### src/hw/rtl/swms_pkg.sv
// package for the sliding window mean and deviation block
// holds widths, scale constants and derived sizes; no dependencies
package swms_pkg;

	// window geometry (depth must be a power of two, the final scale is a shift)
	localparam int WINDOW_DEPTH = 512;
	localparam int SAMPLE_BITS  = 10;
	localparam int DEPTH_BITS   = $clog2(WINDOW_DEPTH);

	// accumulator widths
	localparam int SUM_W    = SAMPLE_BITS + DEPTH_BITS;
	localparam int SQ_W     = 2 * SAMPLE_BITS + DEPTH_BITS;
	localparam int SPREAD_W = 2 * SUM_W;

	// 413/128 mV per code, squared scale for the deviation
	localparam int SCALE_NUM   = 413;
	localparam int SCALE_W     = 9;
	localparam int SCALE2      = SCALE_NUM * SCALE_NUM;
	localparam int SCALE2_W    = 18;
	localparam int DEN_SHIFT   = 7 + DEPTH_BITS;
	localparam int MEAN_FULL_W = SUM_W + SCALE_W;

	// radicand and root sizes of the square root unit
	localparam int PROD_W = SPREAD_W + SCALE2_W;
	localparam int ROOT_W = (PROD_W + 1) / 2;
	localparam int RAD_W  = 2 * ROOT_W;
	localparam int CNT_W  = $clog2(ROOT_W);

	// result fields
	localparam int MEAN_W   = 12;
	localparam int DEV_W    = 11;
	localparam int MEAN_MAX = (1 << MEAN_W) - 1;
	localparam int DEV_MAX  = (1 << DEV_W) - 1;

	// largest possible running sum, used by checks
	localparam int SUM_MAX = WINDOW_DEPTH * ((1 << SAMPLE_BITS) - 1);

	typedef logic [SAMPLE_BITS-1:0] sample_t;
	typedef logic [DEPTH_BITS-1:0]  slot_t;

endpackage

### src/hw/rtl/swms_isqrt.sv
// iterative integer square root, two radicand bits per cycle
// depends on swms_pkg
module swms_isqrt (
	input  logic                        clk,
	input  logic                        arst_n,
	input  logic                        start,
	input  logic [swms_pkg::PROD_W-1:0] radicand,
	output logic                        done,
	output logic [swms_pkg::ROOT_W-1:0] root
);
	import swms_pkg::*;

	logic [RAD_W-1:0]  rad_q;
	logic [ROOT_W:0]   rem_q;
	logic [ROOT_W-1:0] root_q;
	logic [CNT_W-1:0]  cnt_q;
	logic              busy_q;
	logic              done_q;

	logic [ROOT_W+1:0] rem_try;
	logic [ROOT_W+1:0] trial;
	logic [ROOT_W+1:0] rem_sub;
	logic              fits;

	// one restoring step
	always_comb begin
		rem_try = {rem_q[ROOT_W-1:0], rad_q[RAD_W-1 -: 2]};
		trial   = {root_q, 2'b01};
		fits    = (rem_try >= trial);
		rem_sub = rem_try - trial;
	end

	// control
	always_ff @(posedge clk or negedge arst_n) begin
		if (!arst_n) begin
			busy_q <= 1'b0;
			done_q <= 1'b0;
			cnt_q  <= '0;
		end else begin
			done_q <= busy_q && (cnt_q == '0);
			if (start) begin
				busy_q <= 1'b1;
				cnt_q  <= CNT_W'(ROOT_W - 1);
			end else if (busy_q) begin
				if (cnt_q == '0) begin
					busy_q <= 1'b0;
				end else begin
					cnt_q <= cnt_q - CNT_W'(1);
				end
			end
		end
	end

	// datapath
	always_ff @(posedge clk) begin
		if (start) begin
			rad_q  <= RAD_W'(radicand);
			rem_q  <= '0;
			root_q <= '0;
		end else if (busy_q) begin
			rad_q  <= {rad_q[RAD_W-3:0], 2'b00};
			rem_q  <= fits ? rem_sub[ROOT_W:0] : rem_try[ROOT_W:0];
			root_q <= {root_q[ROOT_W-2:0], fits};
		end
	end

	assign done = done_q;
	assign root = root_q;

endmodule

### config.mk
export PLATFORM = sky130hd
export DESIGN_NAME = swms_isqrt
export DESIGN_NICKNAME = d
export VERILOG_FILES = /design/src/hw/rtl/swms_pkg.sv /design/src/hw/rtl/swms_isqrt.sv
export SDC_FILE = /design/constraint.sdc
export NUM_CORES = 1
export LEC_CHECK = 0
export ABC_AREA = 0
export CORE_MARGIN = 3
export CORE_UTILIZATION = 65
export DETAILED_ROUTE_END_ITERATION = 10
export DONT_BUFFER_PORTS = 1
export PLACE_DENSITY_LB_ADDON = 0.1
export RECOVER_POWER = 25
export SLEW_MARGIN = 20
export SYNTH_ARGS = -nofsm -noshare
export SYNTH_HDL_FRONTEND = slang
export SYNTH_SLANG_ARGS = --single-unit
### constraint.sdc
create_clock -name clk -period 4.99 [get_ports clk]
set_clock_uncertainty 0.2 [all_clocks]
set_input_delay 0.998 -clock clk [delete_from_list [all_inputs] [get_ports clk]]
set_output_delay 0.998 -clock clk [all_outputs]
set_load 0.005 [all_outputs]
=== Word-level counts from Yosys, hierarchy flattened ===
Index checks and enable logic that the tools add are counted.

* $add $sub $neg: 2
* $mul: 0
* Div/mod/pow operators: 0
* Order comparisons: 1
* Eq/ne operators: 1
* Shifts and indexed selects: 0
* Mux-type cells: 9
* Bitwise gates (word level): 0
* Reductions and logical operators: 4

{| class="wikitable"
|+ Operators with widths
! operator !! number
|-
| 56-bit two-way mux || 2
|-
| 30-bit >= comparator || 1
|-
| 28-bit two-way mux || 1
|-
| 28-bit subtractor || 1
|-
| 5-bit two-way mux || 3
|-
| 5-bit logical NOT || 1
|-
| 5-bit by 1-bit subtractor with 5-bit output (second input constant) || 1
|-
| 1-bit two-way mux || 3
|-
| 2-bit inequality test (second input constant) || 1
|-
| 2-bit AND reduction || 1
|-
| 2-bit nonzero test || 1
|-
| 1-bit logical AND || 1
|}

* Register bits after elaboration: 119
* Latch bits: 0
* Bits in writable memories: 0
* ROM bits: 0
* Input port bits: 59
* Output and inout bits: 29
* Memories: 0

=== Longest topological paths before layout ===
* Word-level depth: 4
* Gate-level depth with buffers: 12
* Depth with buffers taken out: 10

=== Worst setup path after synthesis ===
No wires, ideal clock.

* Path kind: in2reg
* From: input start
* To: register rad_q[0] (enable)
* Arrival time: 2.493 ns
* Slack: 1.907 ns
* Stages on the path: 4
* Path buffers: 3
* Path through: clkbuf_1 clkbuf_1 clkbuf_1 or2_2

* Longest elaborated chain between the ends: 1

{| class="wikitable"
|+ RTL lines
! what !! line !! text
|-
| start, declared || swms_isqrt.sv:6 || <nowiki>input logic start,</nowiki>
|-
| 2-bit nonzero test (no source line) || n/a ||
|-
| end signal, assigned || swms_isqrt.sv:57 || <nowiki>rad_q <= RAD_W'(radicand);</nowiki>
|-
| end signal, assigned || swms_isqrt.sv:61 || <nowiki>rad_q <= {rad_q[RAD_W-3:0], 2'b00};</nowiki>
|-
| end, declared || swms_isqrt.sv:13 || <nowiki>logic [RAD_W-1:0] rad_q;</nowiki>
|}

No other way between the ends.
A chain may end at the register's enable or synchronous reset.

=== Worst setup path after layout ===
* From: register root_q[9], in the netlist root[9]
* To: register rem_q[6]

* Longest elaborated chain between the ends: 2

{| class="wikitable"
|+ RTL lines
! what !! line !! text
|-
| start, declared || swms_isqrt.sv:15 || <nowiki>logic [ROOT_W-1:0] root_q;</nowiki>
|-
| start signal, assigned || swms_isqrt.sv:63 || <nowiki>root_q <= {root_q[ROOT_W-2:0], fits};</nowiki>
|-
| 30-bit >= comparator || swms_isqrt.sv:29 || <nowiki>fits = (rem_try >= trial);</nowiki>
|-
| 28-bit two-way mux || swms_isqrt.sv:62 || <nowiki>rem_q <= fits ? rem_sub[ROOT_W:0] : rem_try[ROOT_W:0];</nowiki>
|-
| end signal, assigned || swms_isqrt.sv:62 ||
|-
| end, declared || swms_isqrt.sv:14 || <nowiki>logic [ROOT_W:0] rem_q;</nowiki>
|}

No other way between the ends.

==> results.cfg <==
[drt]
avgViaCountPerCell = 6.12
routedWlPerCell_um = 17.2
remaining_drc_errors = 0
drt-pass1-iter-count = 5
drt_iter0_markers = 469
antenna_left = 0
routed_wirelength_um = 13200
routed-via-count = 4706

[global_routing]
grt_first_pass_wirelength_um = 22200
grt_util_all_layers = 0.244
grt_use_met1 = 0.296
globalRouteMet2Util = 0.399
first_global_vias = 4805
global_route.overflow_total = 0
grt_antenna_before_repair = 0
grt_max_degree = 126
grt_most_used_layer = met2
gr-usage-met3 = 0.0874

[timing]
timing.final.crit_period_ps = 3400
slew_viol_final = 0
max_slew_margin = 0.315
timing.final.hold_violations = 0
tightest_slew_ps = 1030
rsz0062_at_grt = no
worst_hold_slack_ps = 300
final_critical_path_setup_slack_ps = 1590
setup_viol_count_final = 0
finalSetupTns_ps = 0
post-route-period-util = 0.681
max_freq_ghz = 0.294

[run]
max-cap-violations = 0

[critical_path]
required_ps = 5210
worst_ep_arrival_time_ps = 3620
regToRegEndpoint = rem_q[6]$_SDFFE_PP0P_
timing.critical_path.to = rem_q[6]$_SDFFE_PP0P_
worst_case_register_to_register_setup_slack_ps = 1590
timing.critical_path.from = root[9]$_SDFFE_PP0P_
regToRegStartpoint = root[9]$_SDFFE_PP0P_
crit_fanout = 26
rr_worst_depth = 10
setup.worst_path.class = flip-flop to flip-flop
worstSetupStartpointType = flip-flop
worst_setup_ep_type = flip-flop

[power]
leakage_nw = 2.87
power_density_of_the_placed_cells_nw_per_um2 = 569
ir_drop_mv = 0.320

[cells_and_area]
syn2layout_area_growth_pct = 9.00
post_route_cells_drive_above_1_share = 0.153
layout.cells.most_common_list = sky130_fd_sc_hd__nor2_1 (67), sky130_fd_sc_hd__edfxtp_1 (56), sky130_fd_sc_hd__dfxtp_1 (56), sky130_fd_sc_hd__mux2_2 (54), sky130_fd_sc_hd__inv_1 (40)
insertedDiodeCount = 0
final_common_cell = sky130_fd_sc_hd__nor2_1
final_design_area_no_fill_sq_um = 7140
final_util = 0.730
finalNetCount = 714

[synthesis]
syn_avg_cell_area_sq_um = 10.3
synth_top_flop_cell = sky130_fd_sc_hd__edfxtp_1
synthesis.area_sq_um = 6550
async_flop_share = 0.0588
synth_seq_area_share = 0.455
post_synth_inst_count = 634
yosysUniqueCellTypes = 63
synthesis.nets = 725
number_of_synthesized_flops_with_an_enable_pin = 56
ys_ff_latch = 119
yosys_warnings = 0

[clock_network]
post_cts_setup_buffer_count = 0
clock_sink_total = 119
cts-hold-fix-buffers = 1
path_clk_slew_ps = 60
post_cts_resize_count = 0
tritoncts_clock_tree = done
numCtsBuffers = 17
htree_levels = 4
worstSkewPairLatency_ps = 510
maximum_clock_path_buffer_count = 2
cts_root_buf = sky130_fd_sc_hd__clkbuf_8

[floorplan]
num_io_pins = 88
floorplan.die.height_um = 106
floorplan.rows = 36
core_region_area_sq_um = 9770
dieArea_sq_um = 11300
fp.dieW_um = 106
initial_util = 0.670

[place]
placedInstanceArea_sq_um = 6600
numPortBuffers = 0
globalplace.congestion = 0.860
setup_slack_after_placement_ps = 1610
dp.final_hpwl_um = 8860

[status]
run_status = complete, no violations

[worst_hold_path]
timing.hold.worst.class = flip-flop to flip-flop
holdCritStartpoint = rem_q[13]$_SDFFE_PP0P_
==> critical path: stages (launching register included) <==
cell and delay, ps:
sky130_fd_sc_hd__dfxtp_1 390, sky130_fd_sc_hd__inv_1 60, sky130_fd_sc_hd__ha_1 390, sky130_fd_sc_hd__a21oi_2 200, sky130_fd_sc_hd__nand2_1 80, sky130_fd_sc_hd__or2_1 260, sky130_fd_sc_hd__o21a_4 230, sky130_fd_sc_hd__a211o_4 370
sky130_fd_sc_hd__o211ai_4 660, sky130_fd_sc_hd__nand3_1 160, sky130_fd_sc_hd__a311oi_1 300
==> Yosys cell counts, types with 3 or more instances <==
cell	number	area, sq um
sky130_fd_sc_hd__or4_1	4	30.0
sky130_fd_sc_hd__o31ai_1	3	22.5
sky130_fd_sc_hd__dfrtp_1	7	175
sky130_fd_sc_hd__o21a_1	3	22.5
sky130_fd_sc_hd__a31oi_1	4	25.0
sky130_fd_sc_hd__ha_1	32	400
sky130_fd_sc_hd__and2_1	5	31.3
sky130_fd_sc_hd__nor3_1	7	35.0
sky130_fd_sc_hd__nor2_1	67	251
sky130_fd_sc_hd__nor2b_1	6	37.5
sky130_fd_sc_hd__xnor2_1	13	114
sky130_fd_sc_hd__a311oi_1	23	201
sky130_fd_sc_hd__mux2_2	54	608
sky130_fd_sc_hd__nand4_1	6	37.5
sky130_fd_sc_hd__a211oi_1	4	30.0
sky130_fd_sc_hd__a21oi_1	24	120
sky130_fd_sc_hd__buf_1	6	22.5
sky130_fd_sc_hd__o21ai_0	31	155
sky130_fd_sc_hd__o21bai_1	5	37.5
sky130_fd_sc_hd__or2_2	3	18.8
sky130_fd_sc_hd__edfxtp_1	56	1680
sky130_fd_sc_hd__nand2_1	25	93.8
sky130_fd_sc_hd__nand3_1	21	105
sky130_fd_sc_hd__inv_1	40	150
sky130_fd_sc_hd__mux2i_1	28	280
sky130_fd_sc_hd__dfxtp_1	56	1120
sky130_fd_sc_hd__nand2b_1	9	56.3
sky130_fd_sc_hd__xor2_1	12	105
sky130_fd_sc_hd__a21o_1	9	67.6
sky130_fd_sc_hd__clkbuf_1	23	86.3
==> state kept, by name, indices dropped and copies added, names as in the netlist <==
register	flops
rem_q	28
busy_q	1
root	28
rad_q	56
cnt_q	5
done	1
==> stage by stage <==
step	cells	power, mW
global route	769	4.35
finish	769	4.06
CTS	769	4.07
floorplan	634	2.66
detailed placement	736	2.97
global placement	736	2.92
==> metal layers <==
metal	wire (um)	vias up
met5	0	-
met4	163	0
met3	926	17
met2	6470	128
met1	5640	2259
li1	-	2302
==> worst min path at each step <==
stage,end,slack [ps],depth (start not counted)
floorplan,rem_q[11]$_SDFFE_PP0P_,260,2
global placement,rem_q[20]$_SDFFE_PP0P_,290,2
detailed placement,rem_q[13]$_SDFFE_PP0P_,300,2
CTS,rem_q[13]$_SDFFE_PP0P_,300,2
global route,rem_q[3]$_SDFFE_PP0P_,330,2
finish,rem_q[13]$_SDFFE_PP0P_,300,2
==> layout make-up <==
cell class                 count  area (sq um)
multi-input combinational    441          3280
sequential                   119          2980
fill                         733          2640
clock buffer                  17           414
tap                          133           166
inverter                      40           150
clock inverter                15           118
timing repair buffer           4          32.5
==> power by group <==
part / leakage, nW / internal [mW] / switching [mW]
combinational: 1.49 / 0.744 / 0.969
clock: 0.246 / 0.619 / 0.468
sequential: 1.13 / 1.17 / 0.0910
total: 2.87 / 2.53 / 1.53
==> kinds of logic after synthesis <==
| kind of cell | Yosys count | synth area share |
|---|---|---|
| AND/OR/NAND/NOR | 169 | 0.125 |
| AO/OA/AOI/OAI | 133 | 0.145 |
| multiplexers | 82 | 0.136 |
| adder cells (fa/ha/maj) | 32 | 0.0611 |
| buffers and inverters | 74 | 0.0451 |
| flip-flops | 119 | 0.455 |
| XOR/XNOR | 25 | 0.0334 |
Note: power is estimated with default switching activity, not from simulation.
